$ cat config.mk
export PLATFORM = sky130hd
export DESIGN_NAME = numeric_entity_to_utf8
export DESIGN_NICKNAME = d
export VERILOG_FILES = /design/src/rtl/neu8_pkg.sv /design/src/rtl/neu8_front.sv /design/src/rtl/neu8_queue.sv /design/src/rtl/neu8_back.sv /design/src/rtl/numeric_entity_to_utf8.sv
export SDC_FILE = /design/constraint.sdc
export NUM_CORES = 1
export LEC_CHECK = 0
export ABC_CLOCK_PERIOD_IN_PS = 7900
export BUFFER_PORTS_ARGS = -buffer_cell sky130_fd_sc_hd__buf_2
export CORE_ASPECT_RATIO = 0.8
export CORE_MARGIN = 2
export CORE_UTILIZATION = 55
export DETAILED_ROUTE_END_ITERATION = 8
export GPL_TIMING_DRIVEN = 0
export MAX_ROUTING_LAYER = met4
export PLACE_DENSITY = 0.77
export SKIP_CTS_REPAIR_TIMING = 1
export SLEW_MARGIN = 0
export SYNTH_ARGS = -nofsm -noshare
export SYNTH_HDL_FRONTEND = slang
export SYNTH_SLANG_ARGS = --single-unit
export TNS_END_PERCENT = 10
$ cat constraint.sdc
create_clock -name i_clk -period 7.9 [get_ports i_clk]
set_clock_uncertainty 0.05 [all_clocks]
set_input_delay 0.395 -clock i_clk [delete_from_list [all_inputs] [get_ports i_clk]]
set_output_delay 0.395 -clock i_clk [all_outputs]
set_load 0.05 [all_outputs]
$ cat src/rtl/neu8_pkg.sv
// Shared types, constants and encoding functions for the numeric entity to UTF-8 block.
package neu8_pkg;

    // Job queue depth and pointer width
    localparam int NEU8_QDEPTH = 4;
    localparam int NEU8_QPTR_W = $clog2(NEU8_QDEPTH);

    // Character and code point constants
    localparam logic [7:0]  CH_HASH    = 8'h23;
    localparam logic [7:0]  CH_LOWER_X = 8'h78;
    localparam logic [7:0]  CH_UPPER_X = 8'h58;
    localparam logic [7:0]  CH_ZERO    = 8'h30;
    localparam logic [7:0]  CH_NINE    = 8'h39;
    localparam logic [7:0]  CH_UPPER_A = 8'h41;
    localparam logic [7:0]  CH_UPPER_Z = 8'h5a;
    localparam logic [31:0] CP_MAX_1B  = 32'h0000_007f;
    localparam logic [31:0] CP_MAX_2B  = 32'h0000_07ff;
    localparam logic [31:0] CP_MAX_3B  = 32'h0000_ffff;
    localparam logic [31:0] CP_MAX     = 32'h0010_ffff;
    localparam logic [7:0]  LEAD_2B    = 8'hc0;
    localparam logic [7:0]  LEAD_3B    = 8'he0;
    localparam logic [7:0]  LEAD_4B    = 8'hf0;
    localparam logic [7:0]  CONT_BYTE  = 8'h80;
    localparam logic [7:0]  REPL_B0    = 8'hef;
    localparam logic [7:0]  REPL_B1    = 8'hbf;
    localparam logic [7:0]  REPL_B2    = 8'hbd;

    // Input beat
    typedef struct packed {
        logic [7:0] token_byte;
        logic       token_end;
    } t_in;

    // Output beat
    typedef struct packed {
        logic [7:0] out_byte;
        logic       run_end;
    } t_out;

    // One queued job: up to four bytes, first in bytes[0], last index in last_idx
    typedef struct packed {
        logic [3:0][7:0] bytes;
        logic [1:0]      last_idx;
    } t_job;

    // Lax hex digit value, wrapping mod 2^32
    function automatic logic [31:0] hex_digit(input logic [7:0] b);
        logic [31:0] w;
        w = {24'd0, b};
        if (b >= CH_ZERO && b <= CH_NINE) begin
            return w - 32'h30;
        end else if (b >= CH_UPPER_A && b <= CH_UPPER_Z) begin
            return w - 32'h37;
        end else begin
            return w - 32'h57;
        end
    endfunction

    // UTF-8 encoding of a code point, replacement character when zero or above 0x10ffff
    function automatic t_job encode_cp(input logic [31:0] cp);
        t_job j;
        j = '0;
        if (cp == 32'd0 || cp > CP_MAX) begin
            j.bytes[0] = REPL_B0;
            j.bytes[1] = REPL_B1;
            j.bytes[2] = REPL_B2;
            j.last_idx = 2'd2;
        end else if (cp <= CP_MAX_1B) begin
            j.bytes[0] = cp[7:0];
            j.last_idx = 2'd0;
        end else if (cp <= CP_MAX_2B) begin
            j.bytes[0] = LEAD_2B | {3'd0, cp[10:6]};
            j.bytes[1] = CONT_BYTE | {2'd0, cp[5:0]};
            j.last_idx = 2'd1;
        end else if (cp <= CP_MAX_3B) begin
            j.bytes[0] = LEAD_3B | {4'd0, cp[15:12]};
            j.bytes[1] = CONT_BYTE | {2'd0, cp[11:6]};
            j.bytes[2] = CONT_BYTE | {2'd0, cp[5:0]};
            j.last_idx = 2'd2;
        end else begin
            j.bytes[0] = LEAD_4B | {5'd0, cp[20:18]};
            j.bytes[1] = CONT_BYTE | {2'd0, cp[17:12]};
            j.bytes[2] = CONT_BYTE | {2'd0, cp[11:6]};
            j.bytes[3] = CONT_BYTE | {2'd0, cp[5:0]};
            j.last_idx = 2'd3;
        end
        return j;
    endfunction

endpackage

$ cat src/rtl/neu8_front.sv
// Front end: accepts token bytes, tracks token state and builds output jobs.
module neu8_front (
    input  logic             i_clk,
    input  logic             i_rst_n,
    input  logic             i_valid,
    input  neu8_pkg::t_in    i_item,
    input  logic             i_full,
    output logic             o_push,
    output neu8_pkg::t_job   o_job
);
    import neu8_pkg::*;

    logic [1:0]      r_pos, n_pos;
    logic            r_echo, n_echo;
    logic [31:0]     r_hex, n_hex;
    logic [31:0]     r_dec, n_dec;
    logic [2:0][7:0] r_held, n_held;

    logic        accept;
    logic [7:0]  b;
    logic        eot;
    logic [31:0] dec_step;
    logic [31:0] hex_step;
    logic        is_hex;

    assign accept   = i_valid && !i_full;
    assign b        = i_item.token_byte;
    assign eot      = i_item.token_end;
    assign dec_step = (r_dec << 3) + (r_dec << 1) + ({24'd0, b} - {24'd0, CH_ZERO});
    assign hex_step = (r_hex << 4) + hex_digit(b);
    assign is_hex   = (r_held[2] == CH_LOWER_X) || (r_held[2] == CH_UPPER_X);

    // Classify the byte and build the job it causes
    always_comb begin
        n_pos  = r_pos;
        n_echo = r_echo;
        n_hex  = r_hex;
        n_dec  = r_dec;
        n_held = r_held;
        o_push = 1'b0;
        o_job  = '0;
        if (accept) begin
            if (r_echo) begin
                o_push         = 1'b1;
                o_job.bytes[0] = b;
            end else begin
                unique case (r_pos)
                    2'd0: begin
                        n_held[0]      = b;
                        o_push         = eot;
                        o_job.bytes[0] = b;
                    end
                    2'd1: begin
                        n_held[1] = b;
                        if (b != CH_HASH || eot) begin
                            o_push         = 1'b1;
                            o_job.bytes[0] = r_held[0];
                            o_job.bytes[1] = b;
                            o_job.last_idx = 2'd1;
                            if (!eot) begin
                                n_echo = 1'b1;
                            end
                        end
                    end
                    2'd2: begin
                        n_held[2] = b;
                        if (eot) begin
                            o_push         = 1'b1;
                            o_job.bytes[0] = r_held[0];
                            o_job.bytes[1] = r_held[1];
                            o_job.bytes[2] = b;
                            o_job.last_idx = 2'd2;
                        end else begin
                            n_dec = dec_step;
                        end
                    end
                    default: begin
                        if (eot) begin
                            o_push = 1'b1;
                            o_job  = encode_cp(is_hex ? r_hex : r_dec);
                        end else begin
                            n_dec = dec_step;
                            n_hex = hex_step;
                        end
                    end
                endcase
            end
            // Terminator starts a new token
            if (eot) begin
                n_pos  = 2'd0;
                n_echo = 1'b0;
                n_hex  = '0;
                n_dec  = '0;
            end else if (r_pos != 2'd3) begin
                n_pos = r_pos + 2'd1;
            end
        end
    end

    // Hold token state
    always_ff @(posedge i_clk) begin
        if (!i_rst_n) begin
            r_pos  <= '0;
            r_echo <= 1'b0;
            r_hex  <= '0;
            r_dec  <= '0;
        end else begin
            r_pos  <= n_pos;
            r_echo <= n_echo;
            r_hex  <= n_hex;
            r_dec  <= n_dec;
        end
    end

    // Hold the first token bytes
    always_ff @(posedge i_clk) begin
        r_held <= n_held;
    end

endmodule

$ cat src/rtl/neu8_queue.sv
// Job queue between the front end and the byte serializer.
module neu8_queue (
    input  logic             i_clk,
    input  logic             i_rst_n,
    input  logic             i_push,
    input  neu8_pkg::t_job   i_job,
    input  logic             i_pop,
    output neu8_pkg::t_job   o_job,
    output logic             o_empty,
    output logic             o_full
);
    import neu8_pkg::*;

    t_job                 r_mem [NEU8_QDEPTH];
    logic [NEU8_QPTR_W-1:0] r_wr, n_wr;
    logic [NEU8_QPTR_W-1:0] r_rd, n_rd;
    logic [NEU8_QPTR_W:0]   r_cnt, n_cnt;
    logic                 do_push;
    logic                 do_pop;

    assign o_empty = (r_cnt == '0);
    assign o_full  = (r_cnt == (NEU8_QPTR_W+1)'(NEU8_QDEPTH));
    assign do_push = i_push && !o_full;
    assign do_pop  = i_pop && !o_empty;
    assign o_job   = r_mem[r_rd];

    // Advance pointers and count
    always_comb begin
        n_wr  = do_push ? r_wr + (NEU8_QPTR_W)'(1) : r_wr;
        n_rd  = do_pop ? r_rd + (NEU8_QPTR_W)'(1) : r_rd;
        n_cnt = r_cnt;
        if (do_push && !do_pop) begin
            n_cnt = r_cnt + (NEU8_QPTR_W+1)'(1);
        end else if (do_pop && !do_push) begin
            n_cnt = r_cnt - (NEU8_QPTR_W+1)'(1);
        end
    end

    always_ff @(posedge i_clk) begin
        if (!i_rst_n) begin
            r_wr  <= '0;
            r_rd  <= '0;
            r_cnt <= '0;
        end else begin
            r_wr  <= n_wr;
            r_rd  <= n_rd;
            r_cnt <= n_cnt;
        end
    end

    // Store the pushed job
    always_ff @(posedge i_clk) begin
        if (do_push) begin
            r_mem[r_wr] <= i_job;
        end
    end

endmodule

$ cat src/rtl/neu8_back.sv
// Back end: serializes queued jobs into output beats.
module neu8_back (
    input  logic             i_clk,
    input  logic             i_rst_n,
    input  neu8_pkg::t_job   i_job,
    input  logic             i_empty,
    output logic             o_pop,
    output logic             o_valid,
    output neu8_pkg::t_out   o_res,
    input  logic             i_stall
);
    import neu8_pkg::*;

    logic       r_busy, n_busy;
    logic [1:0] r_idx, n_idx;
    t_job       r_job, n_job;
    logic       fire;
    logic       is_last;

    assign is_last        = (r_idx == r_job.last_idx);
    assign fire           = r_busy && !i_stall;
    assign o_pop          = !i_empty && (!r_busy || (fire && is_last));
    assign o_valid        = r_busy;
    assign o_res.out_byte = r_job.bytes[r_idx];
    assign o_res.run_end  = is_last;

    // Step through the current job, load the next one after its last beat
    always_comb begin
        n_busy = r_busy;
        n_idx  = r_idx;
        n_job  = r_job;
        if (o_pop) begin
            n_busy = 1'b1;
            n_idx  = '0;
            n_job  = i_job;
        end else if (fire) begin
            if (is_last) begin
                n_busy = 1'b0;
            end else begin
                n_idx = r_idx + 2'd1;
            end
        end
    end

    always_ff @(posedge i_clk) begin
        if (!i_rst_n) begin
            r_busy <= 1'b0;
            r_idx  <= '0;
        end else begin
            r_busy <= n_busy;
            r_idx  <= n_idx;
        end
    end

    // Hold the job payload
    always_ff @(posedge i_clk) begin
        r_job <= n_job;
    end

endmodule

$ cat src/rtl/numeric_entity_to_utf8.sv
// Path: the job an accepted input beat completes is registered in the job queue,
// then in the back end's job register. Throughput: one input beat per cycle while
// the job queue is not full; one output byte per cycle while i_res_stall is low, so
// a multi-byte job holds the output side, absorbed by the four-entry job queue.
// Reset: synchronous active-low i_rst_n clears token state, queue and output valid.
module numeric_entity_to_utf8 (
    input  logic             i_clk,
    input  logic             i_rst_n,
    input  logic             i_item_valid,
    input  neu8_pkg::t_in    i_item,
    output logic             o_item_stall,
    output logic             o_res_valid,
    output neu8_pkg::t_out   o_res,
    input  logic             i_res_stall
);
    import neu8_pkg::*;

    logic full;
    logic empty;
    logic push;
    logic pop;
    t_job push_job;
    t_job head_job;

    assign o_item_stall = full;

    // Accept and classify token bytes
    neu8_front u_front (
        .i_clk   (i_clk),
        .i_rst_n (i_rst_n),
        .i_valid (i_item_valid),
        .i_item  (i_item),
        .i_full  (full),
        .o_push  (push),
        .o_job   (push_job)
    );

    // Decouple front and back
    neu8_queue u_queue (
        .i_clk   (i_clk),
        .i_rst_n (i_rst_n),
        .i_push  (push),
        .i_job   (push_job),
        .i_pop   (pop),
        .o_job   (head_job),
        .o_empty (empty),
        .o_full  (full)
    );

    // Serialize jobs to output beats
    neu8_back u_back (
        .i_clk   (i_clk),
        .i_rst_n (i_rst_n),
        .i_job   (head_job),
        .i_empty (empty),
        .o_pop   (pop),
        .o_valid (o_res_valid),
        .o_res   (o_res),
        .i_stall (i_res_stall)
    );

endmodule

==> results of run 1 <==
-- registers in the layout, summed over array words and instances (netlist names), 3 cells and up --
signal and count:
u_front.r_dec 32, u_queue.r_cnt 3, u_front.r_hex 32, u_queue.r_mem 132, u_back.r_job 33, u_front.r_held 23
-- worst max-delay path: cells and delay by family --
family	cells	cell delay, ns
AO/OA/AOI/OAI	8	1.73
XOR/XNOR	1	0.15
adder cells (fa/ha/maj)	3	0.68
buffers and inverters	6	1.59
AND/OR/NAND/NOR	6	0.93
-- cell usage in the layout (no fill, tap or decap), types with 40 or more instances in the layout --
cell type,count
sky130_fd_sc_hd__edfxtp_1,188
sky130_fd_sc_hd__nand2_1,117
sky130_fd_sc_hd__o21ai_0,80
sky130_fd_sc_hd__ha_1,79
sky130_fd_sc_hd__dfxtp_1,77
sky130_fd_sc_hd__a21oi_1,59
sky130_fd_sc_hd__nor2_1,56
sky130_fd_sc_hd__clkbuf_1,55
sky130_fd_sc_hd__nor2b_1,48
sky130_fd_sc_hd__inv_1,41
sky130_fd_sc_hd__mux4_2,40
-- path summary, 6_finish.rpt --
check,endpoint,slack [ns],start
hold / removal,u_front.r_held[15],0.05,i_item[8]
setup / recovery,u_front.r_hex[30],2.81,i_item[1]
hold reg to reg,u_front.r_dec[31],0.40,u_front.r_dec[31]
setup reg to reg,u_queue.r_mem[0][13],3.58,u_front.r_held[16]
-- metal layers --
layer / vias up / wire length [µm] / track usage [%] / share of wire, %
li1: 4961 / - / - / -
met1: 5426 / 17170 / 41.29 / 42
met2: 668 / 18250 / 46.15 / 45
met3: 102 / 4330 / 6.302 / 11
met4: 0 / 1241 / 7.835 / 3.0
met5: - / 0 / - / 0
-- cell type report --
type	instances	area [µm²]
Clock inverter	18	261.5
Clock buffer	30	665.6
Multi-Input combinational cell	918	7307
Sequential cell	265	7187
Fill cell	2046	10040
Buffer	63	261.5
Tap cell	357	446.7
Inverter	42	157.7
Antenna cell	1	2.502
Timing Repair Buffer	25	132.6
-- synth_stat cells, types with 20 or more instances --
master | count | share of area (%)
sky130_fd_sc_hd__edfxtp_1 | 188 | 38
sky130_fd_sc_hd__xnor2_1 | 36 | 2.1
sky130_fd_sc_hd__mux2i_1 | 23 | 1.5
sky130_fd_sc_hd__nor2_1 | 57 | 1.4
sky130_fd_sc_hd__clkbuf_1 | 51 | 1.3
sky130_fd_sc_hd__o21ai_0 | 80 | 2.7
sky130_fd_sc_hd__mux4_2 | 40 | 6.0
sky130_fd_sc_hd__ha_1 | 79 | 6.6
sky130_fd_sc_hd__a21o_1 | 20 | 1.0
sky130_fd_sc_hd__nand3_1 | 20 | 0.67
sky130_fd_sc_hd__nor2b_1 | 48 | 2.0
sky130_fd_sc_hd__a22oi_1 | 38 | 1.9
sky130_fd_sc_hd__a21oi_1 | 59 | 2.0
sky130_fd_sc_hd__nor3_1 | 21 | 0.71
sky130_fd_sc_hd__fa_1 | 31 | 4.2
sky130_fd_sc_hd__xor2_1 | 28 | 1.6
sky130_fd_sc_hd__inv_1 | 42 | 1.1
sky130_fd_sc_hd__nand2_1 | 117 | 2.9
sky130_fd_sc_hd__dfxtp_1 | 77 | 10
-- through the flow --
step	utilization, %	cells	setup WS (ns)
2_1_floorplan	-	1288	1.524
3_3_place_gp	58.39	1667	-0.9658
3_5_place_dp	58.55	1670	2.377
4_1_cts	62.06	1718	2.904
5_1_grt	62.07	1719	2.529
6_report	62.07	1719	2.807
-- kinds of logic (layout without fill, tap and decap cells) --
family / after synthesis / count (layout)
adder cells (fa/ha/maj): 110 / 110
other: 0 / 1
AND/OR/NAND/NOR: 362 / 362
flip-flops: 265 / 265
XOR/XNOR: 64 / 64
buffers and inverters: 105 / 178
multiplexers: 65 / 65
AO/OA/AOI/OAI: 317 / 317
-- power by group through the flow --
stage	Sequential [µW]	Clock [µW]	Combinational [µW]
3_3_place_gp	1810	0	877
2_1_floorplan	1780	0	671
5_1_grt	1820	1420	996
6_report	1810	1370	933
3_5_place_dp	1820	0	906
4_1_cts	1810	1370	926
==> results.md, run 1 <==
- The clock latency at the later pin of the worst-skew pair is around 0.55 ns.
- The most frequent cell on the critical path is sky130_fd_sc_hd__ha_1.
- After global routing the overflow that remains totals 0.
- In the global route stage, overall resource usage came out at approximately 30%.
- The number of global-route vias before repair is 10.70k.
- The highest fanout seen on the critical path is 10.
- The proportion of register bits with asynchronous set or reset after synthesis is 0%.
- Summing all placed instances gives a cell area of ~15000 µm².
- Setup repair after global routing left no endpoint under its margin.
- The layout cell share with drive strength beyond 1 is a little over a tenth.
- The CTS sink count is around 270.
- The number of cells on the worst reg-to-reg path is 9.
- Walking the worst path, the cells encountered are buf_2 > clkbuf_1 > inv_1 > ha_1 > a31oi_1 > nor3b_1 > nand3_1 > ha_1 > a31o_2 > and2_1 > o41ai_2 > buf_4 > buf_4 > ha_1 > clkbuf_1 > a31oi_1 > nor2b_1 > and3_1 > a21boi_0 > nor2_1 > o31ai_1 > o31ai_1 > xor2_1 > o21ai_0.
- In this run the worst hold path is classified as primary input to flop.
- The I/O pin total is 24.
- The die area is approximately 28000 µm².
- The number of port buffers is 22.
- The portion of synthesized area spent on multiplexers is 7.771%.
- The post-synthesis instance total is roughly 1.3k.
- The combinational family with the most area after synthesis is compound AO/OA/AOI/OAI gates.
- The number of warnings issued by yosys is 0.
- The worst setup path is launched from a primary input.
- The total number of nets in the final design is 1464.
- The register bit total from synthesis is between 200 and 300.
- Subtracting the final worst setup slack from the clock period gives slightly above 5 ns.
- The count of final max-slew check failures is 0.
- The share of synthesized cell area in full adder, half adder and majority cells is between 10% and 20%.
- The number of flops mapped to enable cells by yosys is about 190.
- The flip-flop cell with the highest count after synthesis is sky130_fd_sc_hd__edfxtp_1.
- The number of vias in the routed layout is about 11k.
- The net count after synthesis is between 1k and 1.5k.
- Relative to the synthesized area, the layout overhead comes to 10.27%.
- At the end of routability-driven placement, the weighted congestion stood at 0.9590.
- Once detail routing completed, the nets flagged for antenna violations numbered 0.
- In this run the power density over the cells is approximately 250 nW/µm².
- Dividing the synthesized area by the synthesized cell count gives approximately 12 µm².
- The clock buffer count from CTS is 26.
- The longest clock path from root to sink contains 3 buffers.
- The leakage power summed over all cells is between 0.006 and 0.007 µW.
- After synthesis, the netlist uses 75 different library cells.
- In this run the horizontal extent of the chip is 188.0 µm.
- After clock tree synthesis, the clock-pin slew on the worst setup and hold paths is 0.07 ns.
- For the pin with the worst max-slew slack, the measured transition is ~1.1 ns.
- Headroom to the max-slew limit came out at around 23%.
- The type of the worst setup path is primary input to flop.
- The initial antenna violation count is 1.
- The slowest stage of the critical path is the sky130_fd_sc_hd__clkbuf_1 cell.
- The endpoint required time on the critical path is approximately 8.3 ns.
- Summed over all nets, the half-perimeter wirelength after detailed placement is about 28000 µm.
- The endpoint class of the critical path is a flop.
- The total setup violations reported at the end of the flow is 0.
- The initial utilization of the core area, before any placement, comes to between 50% and 60%.
- The first global-routing pass estimated 63170 µm of wire.
- The share of total power in the clock network is ~33%.
- The hold violation total from the final report is 0.
- The delay of the slowest cell on the worst path is between 0.4 and 0.5 ns.
- The max-capacitance violation count is 0.
- Registers are responsible for between 40 and 50% of the overall power.
- The core box area is between 20000 and 30000 µm².
- The xor and xnor fraction of the mapped netlist area is around 3.8%.
- The number of cells traversed by the worst hold path is 1.
- The total wire length after detailed routing is roughly 40000 µm.
- Net switching is between 30% and 40% of the power.
- CTS built an H-tree with a depth of 1.
- After synthesis, flip-flops and latches occupy between 40% and 50% of the total area.
- The sum of negative setup slack is 0 ns.
- The post-detailed-route DRC marker count is 0.
- The pin count of the biggest net entering global routing is 35.
- Based on the critical path, the design can be clocked at up to ~200 MHz.
- The cell at the root of the clock tree is sky130_fd_sc_hd__clkbuf_16.
- The post-route standard cell area excluding fillers is between 15000 and 20000 µm².
- The floorplan die height is roughly 150 µm.
- The smallest hold slack is roughly 0.054 ns.
- The first detailed-routing pass took 6 iterations.
- TritonCTS built the clock tree.
- The internal power summed over all cells is around 2800 µW.
- The flow ran to the end, and the final reports show no timing, DRC or antenna violations.
- The final critical path takes up between 60% and 70% of the cycle.
- After Yosys synthesis, and, or, nand and nor cells account for 12.53% of the synthesized area.
- The number of vias per cell after detailed routing is 6.490.
- The detailed router's first-iteration violation count is 1282.
- STA puts the critical path data arrival time at 5.50 ns.
- In this run the cell area of the synthesized design comes to 14890 µm².
- The number of standard-cell rows in the floorplan is 53.
- After layout, the design draws a total of approximately 4100 µW.
- The fraction of power consumed by combinational cells is 22.7%.
- In this run the power spent charging and discharging nets is 1262 µW.
- The wire length per cell after detailed routing is roughly 24 µm.
- The synthesized netlist devotes 14.06% of its cell area to compound gates.
- The worst-case vdd ir drop is 266.1 µV.
No activity file was read; power rests on OpenSTA's default activity.
==> run 2, diff against run 1 <==
ABC_CLOCK_PERIOD_IN_PS = 4600   (was 7900)
PLACE_DENSITY = 0.8   (was 0.77)
clock period = 4.6 ns   (was 7.9 ns; I/O delays follow)
==> results.md, run 2 (synthesis gave the netlist of run 1 again) <==
- The run finished, with violations left.
- The endpoint required time on the critical path is 4.98 ns (-3.33 ns).
- The CTS sink count is 265 (unchanged).
- The post-route standard cell area excluding fillers is 16630 µm² (+1.2%).
- In the layout the commonest cells are sky130_fd_sc_hd__edfxtp_1 (188), sky130_fd_sc_hd__nand2_1 (116), sky130_fd_sc_hd__o21ai_0 (80).
- The pin count of the biggest net entering global routing came to 35 (unchanged).
- The post-route fraction of the period consumed by the critical path is around 100%.
- The core box area is 26460 µm² (unchanged).
- The fraction of the core area covered by cells at the end of the flow was 62.84% (+0.78 points).
- The total number of cells along the worst setup path was 22 (-8.3%).
- The measured slew at the worst slew-check pin came to 0.9664 ns (-0.1576 ns).
- The I/O pin total is 24 (unchanged).
- The sum of negative setup slack was 0 ns (unchanged).
- The HPWL after detailed placement is 27440 µm (-3.2%).
- The buffer levels on the longest clock path is 3 (unchanged).
- The buffers plus inverters on the worst setup path is 5 (-1).
- The total number of nets in the final design was 1478 (+0.96%).
- The initial standard-cell utilization of the core is 56.29% (unchanged).
- The number of vias per cell after detailed routing is 6.299 (-2.9%).
- The type of the worst setup path is primary input to flop.
- The x dimension of the die is 188.0 µm (unchanged).
- The capturing element of the worst setup path is u_front.r_hex[31].
- The delay of the slowest cell on the worst path is 0.52 ns (+0.08 ns).
- The critical path's top delay family is compound AO/OA/AOI/OAI gates.
- The count of final max-slew check failures is 0 (unchanged).
- The leakage power summed over all cells came to 0.006305 µW (+1.3%).
- The most common cell after layout, fill and taps aside is sky130_fd_sc_hd__edfxtp_1.
- The number of H-tree levels came to 1 (unchanged).
- The post-detailed-route DRC marker count is 0 (unchanged).
- The hold violation total from the final report came to 5 (+5).
- The kind of start point of the critical path is a primary input.
- Setup repair after global routing could not meet its margin everywhere.
- The post-route minimum period is between 4 and 5 ns.
- The highest clock frequency the design can meet is between 200 and 250 MHz.
- The post-CTS clock slew at the launch and capture registers of the worst setup and hold paths was 0.07 ns (about the same).
- The max-capacitance violation count was 0 (unchanged).
- The worst register-to-register path ends at u_front.r_dec[28].
- The launch point of the critical path is i_item[3].
- The first-pass GRT wire length is 58610 µm (-7.2%).
- The total setup violations reported at the end of the flow came to 0 (unchanged).
- The floorplan die height is 151.2 µm (unchanged).
- The total wire length after detailed routing came to 38430 µm (-6.3%).
- The detailed router's first-iteration violation count is 1176 (-8.3%).
- The length of the first detailed-routing pass in iterations came to 5 (-1).
- The global placement routability congestion is 0.9637 (+0.49%).
- The cell area power density is 411.4 nW/µm² (+64%).
- The number of vias in the routed layout is 10.92k (-2.1%).
- The number of cells traversed by the worst hold path came to 1 (unchanged).
- The number of flip-flops in the largest register came to 132 (unchanged).
- The initial antenna violation count is 1 (unchanged).
- From synthesis to final layout, the design area changed by 11.64%.
- The endpoint class of the critical path is a flop.
- The most flop-heavy register is u_queue.r_mem.
- The smallest hold slack is -0.1144 ns (-0.1686 ns).
- The final reports fail on negative hold slack.
- The worst-case headroom to the max-slew limit is 35.57% (+12 points).
- In this run the critical register-to-register path is launched from u_front.r_dec[0].
- The clock latency at the later pin of the worst-skew pair is 0.56 ns (about the same).
- The type of the most critical hold path is primary input to flop.
- The die area is 28420 µm² (unchanged).
- The number of global-route vias before repair was 10.15k (-5.1%).
- The number of standard-cell rows in the floorplan is 53 (unchanged).
- The number of nets with antenna violations after routing was 0 (unchanged).
- The worst path arrival time is 4.86 ns (-0.64 ns).
- The post-placement cell area is 15500 µm² (about the same).
- The signal on the critical path passes through buf_2 > clkbuf_1 > o21bai_1 > nand3_1 > nand3_2 > ha_4 > a31o_2 > and2_1 > o41ai_4 > buf_4 > buf_2 > buf_4 > ha_1 > and3_1 > and3_1 > o211ai_1 > a31oi_2 > o22ai_2 > o2111ai_1 > a21oi_2 > xnor2_1 > o21ai_0.
- The worst reg-to-reg path cell count is 12 (+3).
- The largest individual stage delay along the critical path comes from the cell sky130_fd_sc_hd__clkbuf_1.
- The setup slack on the worst flop-to-flop path was 0.57 ns (-3.01 ns).
- The largest registers in the layout are u_queue.r_mem: 132 flops, u_back.r_job: 33 flops.
- The highest fanout seen on the critical path is 10 (unchanged).
- The total power draw is 6841 µW (+66%).
- The final global-route overflow total is 0 (unchanged).
- The worst-case vdd ir drop is 314.1 µV (+18%).
- The number of port buffers was 22 (unchanged).
- The layout cell share with drive strength beyond 1 is 12.79% (+2.4 points).
- TritonCTS built the clock tree.
- The cell at the root of the clock tree is sky130_fd_sc_hd__clkbuf_16.
- The wire length per cell after detailed routing is 22.16 µm (-7.1%).
- The clock buffer count from CTS came to 27 (+3.8%).
- The global routing usage summed across all routing layers is 27.67% (-2.4 points).
-- run 2: stage by stage --
step	std cells	worst slack [ns]
final	1734	0.1213
after CTS	1717	-0.8747
after floorplan	1288	-0.03921
after detailed placement	1667	-1.427
after global placement	1667	-1.345
after global routing	1734	-0.07554
-- run 2: how the worst min path moves through the flow --
stage               slack [ns]                  to              start
floorplan                 0.28   u_front.r_held[0]          i_item[1]
global placement          0.38   u_front.r_hex[29]  u_front.r_hex[29]
detailed placement        0.40   u_front.r_hex[31]  u_front.r_hex[31]
CTS                      -0.14   u_front.r_held[7]          i_item[8]
global route             -0.12   u_front.r_held[7]          i_item[8]
finish                   -0.11  u_front.r_held[15]          i_item[8]
-- run 2: layout make-up --
class                           instances  area, µm²
Tap cell                              357      446.7
Sequential cell                       265       7187
Fill cell                            2059       9832
Antenna cell                            1      2.502
Inverter                               42      157.7
Timing Repair Buffer                   37      254.0
Clock buffer                           30      686.9
Clock inverter                         20      191.4
Buffer                                 63      272.8
Multi-Input combinational cell        919       7428
-- run 2: per-layer routing --
layer	track usage, %	share of wire, %	vias to the layer above
met5	-	0	-
met4	5.276	1.9	0
met3	5.630	9.4	63
met2	42.59	45	501
met1	38.71	44	5366
li1	-	-	4993
-- run 2: report_power, final --
part           internal, µW  leakage (µW)  switching (µW)  total (µW)
combinational           597       0.00352            1010        1610
clock                  1210      0.000422             968        2180
sequential             2940       0.00237             112        3050
total                  4750       0.00631            2100        6840
